[src/rtl/core/tspf_pkg.sv]
package tspf_pkg;

  typedef enum logic [2:0] {
    KIND_ADD_OK   = 3'd0,
    KIND_ADD_REJ  = 3'd1,
    KIND_FINISH   = 3'd2,
    KIND_VERDICT  = 3'd3,
    KIND_WRAP     = 3'd4
  } kind_e;

  localparam logic REQ_ADD    = 1'b0;
  localparam logic REQ_PACKET = 1'b1;

  localparam logic REG_TOTAL_PACKETS = 1'b0;
  localparam logic REG_STUFFING_PID  = 1'b1;

  localparam logic [31:0] TOTAL_PACKETS_RST = 32'd1;
  localparam logic [12:0] STUFFING_PID_RST  = 13'h1FFF;

  typedef struct packed {
    logic        req_type;
    logic [12:0] pid;
  } req_t;

  typedef struct packed {
    kind_e       kind;
    logic [3:0]  slot;
    logic [12:0] stream_pid;
    logic [31:0] count;
    logic        matched;
    logic        last;
  } res_t;

  // one filter entry as held in the entry RAM
  typedef struct packed {
    logic [12:0] pid;
    logic [31:0] start_index;
    logic [31:0] routed_count;
  } entry_t;

  typedef struct packed {
    logic push;
    logic rotate;
    logic remove;
  } order_op_t;

endpackage

[src/rtl/core/tspf_entry_ram.sv]
module tspf_entry_ram #(
  parameter int Depth = 16,
  parameter int IdxW  = 4
) (
  input  logic               clk_i,
  input  logic               we_i,
  input  logic [IdxW-1:0]    waddr_i,
  input  tspf_pkg::entry_t   wdata_i,
  input  logic [IdxW-1:0]    raddr_i,
  output tspf_pkg::entry_t   rdata_o
);

  tspf_pkg::entry_t mem_q [Depth];
  tspf_pkg::entry_t rdata_q;

  always_ff @(posedge clk_i) begin
    if (we_i) begin
      mem_q[waddr_i] <= wdata_i;
    end
  end

  always_ff @(posedge clk_i) begin
    rdata_q <= mem_q[raddr_i];
  end

  assign rdata_o = rdata_q;

endmodule

[src/rtl/core/tspf_scan_order.sv]
module tspf_scan_order #(
  parameter int Filters = 16,
  parameter int IdxW    = 4,
  parameter int CntW    = 5
) (
  input  logic                  clk_i,
  input  tspf_pkg::order_op_t   op_i,
  input  logic [IdxW-1:0]       push_slot_i,
  input  logic [CntW-1:0]       len_i,
  output logic [IdxW-1:0]       head_o,
  output logic [IdxW-1:0]       next_o
);

  logic [IdxW-1:0] order_q [Filters];
  logic [IdxW-1:0] order_d [Filters];
  logic [IdxW-1:0] nxt     [Filters];
  logic [IdxW-1:0] prv     [Filters];
  logic [CntW-1:0] last_pos;

  for (genvar g = 0; g < Filters; g++) begin : g_nbr
    localparam int Up = (g + 1 < Filters) ? g + 1 : g;
    localparam int Dn = (g > 0) ? g - 1 : 0;
    assign nxt[g] = order_q[Up];
    assign prv[g] = order_q[Dn];
  end

  assign last_pos = len_i - CntW'(1);

  always_comb begin
    for (int i = 0; i < Filters; i++) begin
      order_d[i] = order_q[i];
      if (op_i.push) begin
        order_d[i] = (i == 0) ? push_slot_i : prv[i];
      end else if (op_i.remove) begin
        order_d[i] = nxt[i];
      end else if (op_i.rotate) begin
        // move the head to the tail of the live part of the list
        if (CntW'(i) == last_pos) begin
          order_d[i] = order_q[0];
        end else if (CntW'(i) < last_pos) begin
          order_d[i] = nxt[i];
        end
      end
    end
  end

  always_ff @(posedge clk_i) begin
    for (int i = 0; i < Filters; i++) begin
      order_q[i] <= order_d[i];
    end
  end

  assign head_o = order_q[0];
  assign next_o = nxt[0];

endmodule

[src/rtl/core/tspf_seq.sv]
module tspf_seq #(
  parameter int Filters = 16,
  parameter int IdxW    = 4,
  parameter int CntW    = 5
) (
  input  logic                 clk_i,
  input  logic                 rst_ni,
  input  logic                 start,
  output logic                 busy,
  input  tspf_pkg::req_t       req_i,
  input  logic [31:0]          total_packets_i,
  input  logic [12:0]          stuffing_pid_i,
  output logic                 res_valid_o,
  output tspf_pkg::res_t       res_o,
  input  logic [IdxW-1:0]      head_i,
  input  logic [IdxW-1:0]      next_i,
  output tspf_pkg::order_op_t  order_op_o,
  output logic [IdxW-1:0]      push_slot_o,
  output logic [CntW-1:0]      len_o,
  output logic                 ram_we_o,
  output logic [IdxW-1:0]      ram_waddr_o,
  output tspf_pkg::entry_t     ram_wdata_o,
  output logic [IdxW-1:0]      ram_raddr_o,
  input  tspf_pkg::entry_t     ram_rdata_i
);

  typedef enum logic [5:0] {
    ST_IDLE     = 6'b000001,
    ST_ADD_SCAN = 6'b000010,
    ST_ADD_DONE = 6'b000100,
    ST_WALK     = 6'b001000,
    ST_VERDICT  = 6'b010000,
    ST_STATS    = 6'b100000
  } state_e;

  state_e               state_q, state_d;
  logic [Filters-1:0]   valid_q, valid_d;
  logic [Filters-1:0]   started_q, started_d;
  logic [CntW-1:0]      active_q, active_d;
  logic [31:0]          index_q, index_d;
  logic [31:0]          stuff_q, stuff_d;
  logic                 res_valid_q, res_valid_d;

  tspf_pkg::res_t       res_q, res_d;
  logic [12:0]          pid_q, pid_d;
  logic [CntW-1:0]      cnt_q, cnt_d;
  logic [CntW-1:0]      rem_q, rem_d;
  logic                 dup_q, dup_d;
  logic [IdxW-1:0]      dup_idx_q, dup_idx_d;
  logic                 free_q, free_d;
  logic [IdxW-1:0]      free_idx_q, free_idx_d;
  logic                 taken_q, taken_d;
  logic [IdxW-1:0]      hit_q, hit_d;

  logic [CntW-1:0]      cmp_cnt;
  logic [IdxW-1:0]      cmp_idx;
  logic                 pid_hit;
  logic                 fin;
  logic [31:0]          cnt_new;
  logic [31:0]          start_new;
  logic [31:0]          index_inc;
  logic                 wrap;
  logic                 empty;

  function automatic logic [3:0] to_slot(logic [IdxW-1:0] idx);
    logic [IdxW+3:0] ext;
    ext = {4'b0000, idx};
    return ext[3:0];
  endfunction

  assign cmp_cnt   = cnt_q - CntW'(1);
  assign cmp_idx   = cmp_cnt[IdxW-1:0];
  assign pid_hit   = (ram_rdata_i.pid == pid_q);
  assign fin       = started_q[head_i] && (ram_rdata_i.start_index == index_q);
  assign cnt_new   = ram_rdata_i.routed_count + {31'd0, pid_hit};
  assign start_new = started_q[head_i] ? ram_rdata_i.start_index : index_q;
  assign index_inc = index_q + 32'd1;
  assign wrap      = (index_inc >= total_packets_i);
  assign empty     = (active_q == '0);

  always_comb begin
    state_d     = state_q;
    valid_d     = valid_q;
    started_d   = started_q;
    active_d    = active_q;
    index_d     = index_q;
    stuff_d     = stuff_q;
    res_valid_d = 1'b0;
    res_d       = res_q;
    pid_d       = pid_q;
    cnt_d       = cnt_q;
    rem_d       = rem_q;
    dup_d       = dup_q;
    dup_idx_d   = dup_idx_q;
    free_d      = free_q;
    free_idx_d  = free_idx_q;
    taken_d     = taken_q;
    hit_d       = hit_q;
    order_op_o  = '0;
    push_slot_o = free_idx_q;
    ram_we_o    = 1'b0;
    ram_waddr_o = head_i;
    ram_wdata_o = '0;
    ram_raddr_o = head_i;

    unique case (state_q)
      ST_IDLE: begin
        if (start) begin
          pid_d = req_i.pid;
          if (req_i.req_type == tspf_pkg::REQ_PACKET) begin
            if (empty) begin
              res_valid_d = 1'b1;
              res_d       = '{kind: tspf_pkg::KIND_VERDICT, slot: 4'd0,
                              stream_pid: req_i.pid, count: 32'd0,
                              matched: 1'b0, last: 1'b1};
            end else begin
              if (req_i.pid == stuffing_pid_i) begin
                stuff_d = stuff_q + 32'd1;
              end
              rem_d   = active_q;
              taken_d = 1'b0;
              hit_d   = '0;
              state_d = ST_WALK;
            end
          end else if (active_q >= CntW'(Filters)) begin
            res_valid_d = 1'b1;
            res_d       = '{kind: tspf_pkg::KIND_ADD_REJ, slot: 4'd0,
                            stream_pid: req_i.pid, count: 32'd0,
                            matched: 1'b0, last: 1'b1};
          end else begin
            cnt_d   = '0;
            dup_d   = 1'b0;
            free_d  = 1'b0;
            state_d = ST_ADD_SCAN;
          end
        end
      end

      ST_ADD_SCAN: begin
        ram_raddr_o = cnt_q[IdxW-1:0];
        // read data arrives in the cycle after its address is presented
        if (cnt_q != '0) begin
          if (valid_q[cmp_idx] && pid_hit && !dup_q) begin
            dup_d     = 1'b1;
            dup_idx_d = cmp_idx;
          end
          if (!valid_q[cmp_idx] && !free_q) begin
            free_d     = 1'b1;
            free_idx_d = cmp_idx;
          end
        end
        if (cnt_q == CntW'(Filters)) begin
          state_d = ST_ADD_DONE;
        end else begin
          cnt_d = cnt_q + CntW'(1);
        end
      end

      ST_ADD_DONE: begin
        res_valid_d = 1'b1;
        if (dup_q) begin
          res_d = '{kind: tspf_pkg::KIND_ADD_REJ, slot: to_slot(dup_idx_q),
                    stream_pid: pid_q, count: 32'd0, matched: 1'b0, last: 1'b1};
        end else if (!free_q) begin
          res_d = '{kind: tspf_pkg::KIND_ADD_REJ, slot: 4'd0,
                    stream_pid: pid_q, count: 32'd0, matched: 1'b0, last: 1'b1};
        end else begin
          res_d = '{kind: tspf_pkg::KIND_ADD_OK, slot: to_slot(free_idx_q),
                    stream_pid: pid_q, count: 32'd0, matched: 1'b0, last: 1'b1};
          ram_we_o              = 1'b1;
          ram_waddr_o           = free_idx_q;
          ram_wdata_o.pid       = pid_q;
          valid_d[free_idx_q]   = 1'b1;
          started_d[free_idx_q] = 1'b0;
          order_op_o.push       = 1'b1;
          active_d              = active_q + CntW'(1);
        end
        state_d = ST_IDLE;
      end

      ST_WALK: begin
        // the next head is the current second entry whether we keep or drop
        ram_raddr_o = next_i;
        if (taken_q) begin
          order_op_o.rotate = 1'b1;
        end else begin
          ram_we_o                 = 1'b1;
          ram_wdata_o.pid          = ram_rdata_i.pid;
          ram_wdata_o.start_index  = start_new;
          ram_wdata_o.routed_count = cnt_new;
          if (pid_hit) begin
            taken_d = 1'b1;
            hit_d   = head_i;
          end
          if (fin) begin
            res_valid_d       = 1'b1;
            res_d             = '{kind: tspf_pkg::KIND_FINISH, slot: to_slot(head_i),
                                  stream_pid: ram_rdata_i.pid, count: cnt_new,
                                  matched: 1'b0, last: 1'b0};
            valid_d[head_i]   = 1'b0;
            started_d[head_i] = 1'b0;
            order_op_o.remove = 1'b1;
            active_d          = active_q - CntW'(1);
          end else begin
            started_d[head_i] = 1'b1;
            order_op_o.rotate = 1'b1;
          end
        end
        rem_d = rem_q - CntW'(1);
        if (rem_q == CntW'(1)) begin
          state_d = ST_VERDICT;
        end
      end

      ST_VERDICT: begin
        res_valid_d = 1'b1;
        res_d       = '{kind: tspf_pkg::KIND_VERDICT,
                        slot: taken_q ? to_slot(hit_q) : 4'd0,
                        stream_pid: pid_q, count: 32'd0,
                        matched: taken_q, last: !wrap};
        index_d     = (wrap || empty) ? 32'd0 : index_inc;
        if (wrap) begin
          state_d = ST_STATS;
        end else begin
          if (empty) begin
            stuff_d = 32'd0;
          end
          state_d = ST_IDLE;
        end
      end

      ST_STATS: begin
        res_valid_d = 1'b1;
        res_d       = '{kind: tspf_pkg::KIND_WRAP, slot: 4'd0,
                        stream_pid: stuffing_pid_i, count: stuff_q,
                        matched: 1'b0, last: 1'b1};
        stuff_d     = 32'd0;
        state_d     = ST_IDLE;
      end

      default: begin
        state_d = ST_IDLE;
      end
    endcase
  end

  always_ff @(posedge clk_i or negedge rst_ni) begin
    if (!rst_ni) begin
      state_q     <= ST_IDLE;
      valid_q     <= '0;
      started_q   <= '0;
      active_q    <= '0;
      index_q     <= '0;
      stuff_q     <= '0;
      res_valid_q <= 1'b0;
    end else begin
      state_q     <= state_d;
      valid_q     <= valid_d;
      started_q   <= started_d;
      active_q    <= active_d;
      index_q     <= index_d;
      stuff_q     <= stuff_d;
      res_valid_q <= res_valid_d;
    end
  end

  always_ff @(posedge clk_i) begin
    res_q      <= res_d;
    pid_q      <= pid_d;
    cnt_q      <= cnt_d;
    rem_q      <= rem_d;
    dup_q      <= dup_d;
    dup_idx_q  <= dup_idx_d;
    free_q     <= free_d;
    free_idx_q <= free_idx_d;
    taken_q    <= taken_d;
    hit_q      <= hit_d;
  end

  assign busy        = (state_q != ST_IDLE);
  assign len_o       = active_q;
  assign res_valid_o = res_valid_q;
  assign res_o       = res_q;

endmodule

[src/rtl/core/ts_pid_filter_one_pass_top.sv]
// Transport-stream PID filter table.
// Request channel: present req_i with start high; the word is taken at the
// clock edge where start is high and busy is low. An add request places a
// filter at the front of the scan order; a packet request walks the filters.
// Result channel: each result word sits on res_o for one cycle with
// res_valid_o high; res_o.last marks the final word of a request. The
// receiver cannot stall, so results are never held back.
// Add: busy while the entry RAM is swept one entry per cycle for a
// duplicate PID and the lowest free entry; the result follows the sweep.
// A full table is rejected in the cycle after acceptance, with no sweep.
// Packet: the live filters are walked in scan order, each one with an
// entry RAM read-modify-write until one takes the packet; then comes the
// verdict, then the wrap statistics if the pass ends, the statistics word
// in the cycle after the verdict. Finish words stream out during the walk.
// An empty table answers a packet in the cycle after acceptance.
// Reset empties the table and clears the packet index and stuffing count;
// total_packets returns to 1 and stuffing_pid to 8191. Write registers over
// the APB port only while busy is low.
module ts_pid_filter_one_pass_top #(
  parameter int FILTERS = 16
) (
  input  logic                 clk_i,
  input  logic                 rst_ni,
  input  logic                 start,
  output logic                 busy,
  input  tspf_pkg::req_t       req_i,
  output logic                 res_valid_o,
  output tspf_pkg::res_t       res_o,
  input  logic                 psel,
  input  logic                 penable,
  input  logic                 pwrite,
  input  logic [2:0]           paddr,
  input  logic [31:0]          pwdata,
  output logic [31:0]          prdata,
  output logic                 pready
);

  localparam int IdxW = (FILTERS > 1) ? $clog2(FILTERS) : 1;
  localparam int CntW = $clog2(FILTERS + 1);

  logic [31:0]          total_q;
  logic [12:0]          stuff_pid_q;
  logic                 reg_sel;
  logic                 wr_en;

  tspf_pkg::order_op_t  order_op;
  logic [IdxW-1:0]      push_slot;
  logic [CntW-1:0]      len;
  logic [IdxW-1:0]      head;
  logic [IdxW-1:0]      next;
  logic                 ram_we;
  logic [IdxW-1:0]      ram_waddr;
  tspf_pkg::entry_t     ram_wdata;
  logic [IdxW-1:0]      ram_raddr;
  tspf_pkg::entry_t     ram_rdata;

  assign reg_sel = paddr[2];
  assign wr_en   = psel && penable && pwrite;
  assign pready  = 1'b1;

  always_ff @(posedge clk_i or negedge rst_ni) begin
    if (!rst_ni) begin
      total_q     <= tspf_pkg::TOTAL_PACKETS_RST;
      stuff_pid_q <= tspf_pkg::STUFFING_PID_RST;
    end else if (wr_en) begin
      unique case (reg_sel)
        tspf_pkg::REG_TOTAL_PACKETS: total_q     <= pwdata;
        tspf_pkg::REG_STUFFING_PID:  stuff_pid_q <= pwdata[12:0];
        default: ;
      endcase
    end
  end

  always_comb begin
    unique case (reg_sel)
      tspf_pkg::REG_TOTAL_PACKETS: prdata = total_q;
      tspf_pkg::REG_STUFFING_PID:  prdata = {19'd0, stuff_pid_q};
      default:                     prdata = '0;
    endcase
  end

  tspf_seq #(
    .Filters (FILTERS),
    .IdxW    (IdxW),
    .CntW    (CntW)
  ) u_seq (
    .clk_i           (clk_i),
    .rst_ni          (rst_ni),
    .start           (start),
    .busy            (busy),
    .req_i           (req_i),
    .total_packets_i (total_q),
    .stuffing_pid_i  (stuff_pid_q),
    .res_valid_o     (res_valid_o),
    .res_o           (res_o),
    .head_i          (head),
    .next_i          (next),
    .order_op_o      (order_op),
    .push_slot_o     (push_slot),
    .len_o           (len),
    .ram_we_o        (ram_we),
    .ram_waddr_o     (ram_waddr),
    .ram_wdata_o     (ram_wdata),
    .ram_raddr_o     (ram_raddr),
    .ram_rdata_i     (ram_rdata)
  );

  tspf_scan_order #(
    .Filters (FILTERS),
    .IdxW    (IdxW),
    .CntW    (CntW)
  ) u_order (
    .clk_i       (clk_i),
    .op_i        (order_op),
    .push_slot_i (push_slot),
    .len_i       (len),
    .head_o      (head),
    .next_o      (next)
  );

  tspf_entry_ram #(
    .Depth (FILTERS),
    .IdxW  (IdxW)
  ) u_ram (
    .clk_i   (clk_i),
    .we_i    (ram_we),
    .waddr_i (ram_waddr),
    .wdata_i (ram_wdata),
    .raddr_i (ram_raddr),
    .rdata_o (ram_rdata)
  );

endmodule
[config.mk]
export PLATFORM = sky130hd
export DESIGN_NAME = ts_pid_filter_one_pass_top
export DESIGN_NICKNAME = d
export VERILOG_FILES = /design/src/rtl/core/tspf_pkg.sv /design/src/rtl/core/tspf_entry_ram.sv /design/src/rtl/core/tspf_scan_order.sv /design/src/rtl/core/tspf_seq.sv /design/src/rtl/core/ts_pid_filter_one_pass_top.sv
export SDC_FILE = /design/constraint.sdc
export NUM_CORES = 2
export LEC_CHECK = 0
export BUFFER_PORTS_ARGS = -buffer_cell sky130_fd_sc_hd__buf_2
export CAP_MARGIN = 20
export CORE_MARGIN = 5
export CORE_UTILIZATION = 50
export CTS_CLUSTER_SIZE = 14
export DETAILED_ROUTE_END_ITERATION = 10
export PLACE_DENSITY = 0.77
export SLEW_MARGIN = 20
export SYNTH_ARGS = -nofsm -noshare
export SYNTH_HDL_FRONTEND = slang
export SYNTH_SLANG_ARGS = --single-unit
[constraint.sdc]
create_clock -name clk_i -period 9 [get_ports clk_i]
set_input_delay 0.9 -clock clk_i [delete_from_list [all_inputs] [get_ports clk_i]]
set_output_delay 0.9 -clock clk_i [all_outputs]
set_load 0.05 [all_outputs]
==> impl_metrics.prom <==
# TYPE chip_impl_metric gauge
chip_impl_info{name="outcome",value="complete, no violations"} 1
chip_impl_metric{name="postCtsSetupBuffers",unit=""} 0
chip_impl_metric{name="finalSetupViolations",unit=""} 0
chip_impl_metric{name="grt_pass1_wl",unit="mm"} 261
chip_impl_metric{name="maxCapViolCount",unit=""} 0
chip_impl_metric{name="clock_sinks",unit=""} 1618
chip_impl_info{name="layout.cells.most_common",value="sky130_fd_sc_hd__edfxtp_1"} 1
chip_impl_metric{name="ys.warnings.count",unit=""} 0
chip_impl_metric{name="maximum_number_of_pins_on_one_net_before_global_route_repair",unit=""} 207
chip_impl_info{name="cts_tree",value="yes"} 1
chip_impl_info{name="rsz0062_at_grt",value="false"} 1
chip_impl_metric{name="finalClockSkew",unit="ns"} 0.0576
chip_impl_metric{name="detailed_place_hpwl",unit="mm"} 93.4
chip_impl_metric{name="final_period_minus_worst_setup_slack",unit="ns"} 5.35
chip_impl_info{name="synth.largest_area_cell",value="sky130_fd_sc_hd__edfxtp_1"} 1
chip_impl_metric{name="critPathMaxFanout",unit=""} 18
chip_impl_metric{name="final_weighted_congestion_in_routability_driven_placement",unit=""} 0.888
chip_impl_metric{name="drt_pre_antenna_iters",unit=""} 8
chip_impl_metric{name="finish.net_count",unit=""} 5378
chip_impl_metric{name="worstSkewPairLatency",unit="ns"} 0.79
chip_impl_metric{name="max_stage_delay",unit="ns"} 0.82
chip_impl_metric{name="combined_global_route_utilization_of_all_metal_layers",unit="%"} 23.3
chip_impl_metric{name="postRouteWirelength",unit="mm"} 173
chip_impl_metric{name="wire_per_inst",unit="µm"} 24.0
chip_impl_metric{name="clk_pin_slew",unit="ns"} 0.06
chip_impl_metric{name="initial_utilization",unit="%"} 50.4
chip_impl_metric{name="detailed_route_via_count",unit=""} 44565
chip_impl_metric{name="yosys_register_bits",unit=""} 1618
chip_impl_metric{name="cts-resized-gates",unit=""} 0
chip_impl_metric{name="floorplan.core_area",unit="µm²"} 136000
chip_impl_metric{name="worst-endpoint-required",unit="ns"} 9.62
chip_impl_info{name="cpLargestDelayFamily",value="simple AND/OR/NAND/NOR gates"} 1
chip_impl_info{name="worstSetupPathType",value="reg -> reg"} 1
chip_impl_info{name="most-common-layout-cells",value="sky130_fd_sc_hd__edfxtp_1 (1388), sky130_fd_sc_hd__nand2_1 (1110), sky130_fd_sc_hd__and3_1 (352)"} 1
chip_impl_metric{name="n_fill_cell",unit=""} 10393
chip_impl_info{name="cp_cell_sequence",value="nand4_1, nor3_1, nand3_1, nor3_1, nand3_1, xnor2_1, ha_1, a21oi_1, nor2_1, a211oi_1, o21ai_0, a311o_1, buf_4, a21oi_1, o221ai_1"} 1
chip_impl_metric{name="cts_buffers",unit=""} 163
chip_impl_metric{name="postCtsHoldBufs",unit=""} 0
chip_impl_metric{name="synthesis.area",unit="µm²"} 68300
chip_impl_metric{name="vdd.ir_drop.worst",unit="mV"} 0.193
chip_impl_metric{name="synth_cell_types",unit=""} 74
chip_impl_metric{name="postSynthNetCount",unit=""} 5338
chip_impl_metric{name="io_pins",unit=""} 144
chip_impl_info{name="synth_area_leaders",value="sky130_fd_sc_hd__edfxtp_1 (61%), sky130_fd_sc_hd__nand2_1 (6.1%), sky130_fd_sc_hd__dfrtp_1 (5.1%)"} 1
chip_impl_metric{name="hold_viol",unit=""} 0
chip_impl_metric{name="post-route-period-util",unit="%"} 59.5
chip_impl_metric{name="drive_gt1_share",unit="%"} 12.6
chip_impl_metric{name="p_leak",unit="µW"} 0.0288
chip_impl_metric{name="final_cells",unit=""} 7202
chip_impl_metric{name="tightestPinTransition",unit="ns"} 1.14
chip_impl_metric{name="power_density",unit="nW/µm²"} 225
chip_impl_metric{name="synth_cells",unit=""} 5237
chip_impl_info{name="cpMaxStageDelayCell",value="sky130_fd_sc_hd__a21oi_1"} 1
chip_impl_metric{name="syn-mean-instance-area",unit="µm²"} 13.0
chip_impl_metric{name="initial_antenna_violation_count",unit=""} 4
chip_impl_metric{name="cp_data_arrival_time",unit="ns"} 5.97
chip_impl_info{name="critPathCaptureType",value="flip-flop"} 1
chip_impl_info{name="ys.flop_type",value="sky130_fd_sc_hd__edfxtp_1"} 1
chip_impl_metric{name="die_ar",unit="µm²"} 144000
chip_impl_metric{name="num_rows",unit=""} 135
chip_impl_metric{name="synth_async_sr_flop_share",unit="%"} 9.46
chip_impl_metric{name="max_slew_margin",unit="%"} 23.9
chip_impl_metric{name="grt_overflow",unit=""} 0
chip_impl_metric{name="drc",unit=""} 0
chip_impl_metric{name="antenna_left",unit=""} 0
chip_impl_metric{name="final.setup.tns",unit="ns"} 0
chip_impl_metric{name="first_global_vias",unit=""} 42967
chip_impl_metric{name="area.growth.synth_to_final",unit="%"} 11.7
chip_impl_metric{name="drt_iter0_drc",unit=""} 6001
chip_impl_metric{name="numPortBuffers",unit=""} 140
chip_impl_metric{name="dieHeight",unit="µm"} 380
chip_impl_metric{name="dp_cells",unit=""} 6893
chip_impl_info{name="cp-start-kind",value="flip-flop"} 1
chip_impl_info{name="hp-class",value="in -> async"} 1
chip_impl_metric{name="h_tree_lvls",unit=""} 4
chip_impl_metric{name="cp.buffers_inverters",unit=""} 1
chip_impl_metric{name="cts_buffer_depth",unit=""} 3
chip_impl_info{name="root_buffer",value="sky130_fd_sc_hd__clkbuf_16"} 1
chip_impl_metric{name="post_synth_top_area_share",unit="%"} 61.0
chip_impl_metric{name="route.detailed.vias_per_inst",unit=""} 6.19
chip_impl_metric{name="synth_sequential_area_ratio",unit="%"} 68.9
chip_impl_metric{name="slew_viol_final",unit=""} 0
chip_impl_metric{name="max_freq",unit="MHz"} 187
chip_impl_metric{name="die_w",unit="µm"} 380
chip_impl_metric{name="synth_edf_count",unit=""} 1388
## final timing paths
kind,to,depth (start not counted),start,slack (ns)
worst max-delay path,u_seq.stuff_q[7],15,u_seq.index_q[0],3.65
worst min-delay path,u_seq.res_valid_o,1,rst_ni,0.19
worst max register to register,u_seq.stuff_q[7],15,u_seq.index_q[0],3.65
worst min register to register,flip-flop,2,flip-flop,0.50
max in group asynchronous,u_seq.index_q[5],2,rst_ni,7.31
min in group clk_i,total_q[13],2,pwdata[13],0.33
## worst reg2reg max path: cells and delay by family, from the launching register on
family,cells,cell delay [ns]
AND/OR/NAND/NOR,6,1.92
AO/OA/AOI/OAI,6,1.86
flip-flops,1,0.58
adder cells (fa/ha/maj),1,0.30
XOR/XNOR,1,0.28
buffers and inverters,1,0.24
## metrics by stage
step                      worst slack [ns]  hold slack, ns  utilization, %  total power, µW  instance area [µm²]
after global routing                  3.37           0.244            56.3            17700                76300
after CTS                             3.72           0.189            56.3            17200                76300
after global placement                3.72           0.480            52.2            10400                70800
final                                 3.65           0.194            56.3            17200                76300
after detailed placement              3.77           0.487            52.2            10400                70800
after floorplan                       1.37           0.441               -             9840                68300
## synthesized netlist by cell type (6+ instances only)
| cell type | instances |
|---|---|
| sky130_fd_sc_hd__a21o_1 | 11 |
| sky130_fd_sc_hd__a21oi_1 | 124 |
| sky130_fd_sc_hd__a221o_1 | 103 |
| sky130_fd_sc_hd__a222oi_1 | 13 |
| sky130_fd_sc_hd__a22o_1 | 19 |
| sky130_fd_sc_hd__a31oi_1 | 172 |
| sky130_fd_sc_hd__a32o_1 | 6 |
| sky130_fd_sc_hd__and2_1 | 18 |
| sky130_fd_sc_hd__and3_1 | 352 |
| sky130_fd_sc_hd__buf_1 | 30 |
| sky130_fd_sc_hd__buf_2 | 71 |
| sky130_fd_sc_hd__buf_4 | 8 |
| sky130_fd_sc_hd__clkbuf_1 | 230 |
| sky130_fd_sc_hd__dfrtp_1 | 138 |
| sky130_fd_sc_hd__dfstp_2 | 15 |
| sky130_fd_sc_hd__dfxtp_1 | 77 |
| sky130_fd_sc_hd__edfxtp_1 | 1388 |
| sky130_fd_sc_hd__ha_1 | 46 |
| sky130_fd_sc_hd__inv_1 | 64 |
| sky130_fd_sc_hd__mux2_2 | 129 |
| sky130_fd_sc_hd__mux2i_1 | 243 |
| sky130_fd_sc_hd__mux4_2 | 8 |
| sky130_fd_sc_hd__nand2_1 | 1114 |
| sky130_fd_sc_hd__nand2b_1 | 12 |
| sky130_fd_sc_hd__nand3_1 | 64 |
| sky130_fd_sc_hd__nand3b_1 | 6 |
| sky130_fd_sc_hd__nand4_1 | 30 |
| sky130_fd_sc_hd__nor2_1 | 225 |
| sky130_fd_sc_hd__nor2b_1 | 11 |
| sky130_fd_sc_hd__nor3_1 | 43 |
| sky130_fd_sc_hd__nor3b_2 | 7 |
| sky130_fd_sc_hd__nor4_1 | 22 |
| sky130_fd_sc_hd__o21ai_0 | 118 |
| sky130_fd_sc_hd__o22ai_1 | 9 |
| sky130_fd_sc_hd__o31ai_1 | 13 |
| sky130_fd_sc_hd__o32ai_1 | 77 |
| sky130_fd_sc_hd__o41ai_1 | 8 |
| sky130_fd_sc_hd__or2_2 | 7 |
| sky130_fd_sc_hd__xnor2_1 | 52 |
| sky130_fd_sc_hd__xor2_1 | 79 |
## state kept, by name, indices dropped and copies added, names as in the netlist, 13 cells and up, named ones only
| register | flops |
|---|---|
| u_seq.index_q | 32 |
| u_order.order_q | 64 |
| u_ram.mem_q | 1232 |
| stuff_pid_q | 13 |
| u_seq.pid_q | 13 |
| u_seq.valid_q | 16 |
| u_ram.rdata_o | 77 |
| u_seq.stuff_q | 32 |
| u_seq.res_o | 54 |
| total_q | 32 |
## per-layer routing
metal | share of wire [%] | up-vias | global-route usage, %
li1 | - | 19526 | -
met1 | 40 | 22158 | 33.1
met2 | 46 | 2550 | 36.7
met3 | 11 | 331 | 4.45
met4 | 2.6 | 0 | 7.08
met5 | 0 | - | 0
## report_power, final
group | leakage [µW] | total [µW] | internal (µW) | switching (µW)
sequential | 0.0184 | 8520 | 8290 | 227
combinational | 0.00780 | 1780 | 553 | 1220
clock | 0.00268 | 6890 | 4010 | 2890
total | 0.0288 | 17200 | 12900 | 4340
## final cells by class
type	count	area [µm²]	share of cell area, %
Tap cell	1781	2230	2.92
Inverter	65	244	0.320
Antenna cell	2	5.00	0.00656
Clock inverter	83	967	1.27
Clock buffer	224	4520	5.92
Sequential cell	1618	47100	61.7
Multi-Input combinational cell	3215	19900	26.1
Timing Repair Buffer	214	1390	1.81
## kinds of logic (layout without fill, tap and decap cells)
family	count (synthesis)	after routing	synth area share, %
AOI/OAI and AO/OA	716	716	7.36
xor gates and xnor gates	131	131	1.68
adders and majority gates	46	46	0.842
buffers and inverters	404	586	2.39
DFF	1618	1618	68.9
muxes	380	380	5.95
other	1	3	0.00549
and+or+nand+nor	1941	1941	12.9
(Power assumes the default switching activity.)
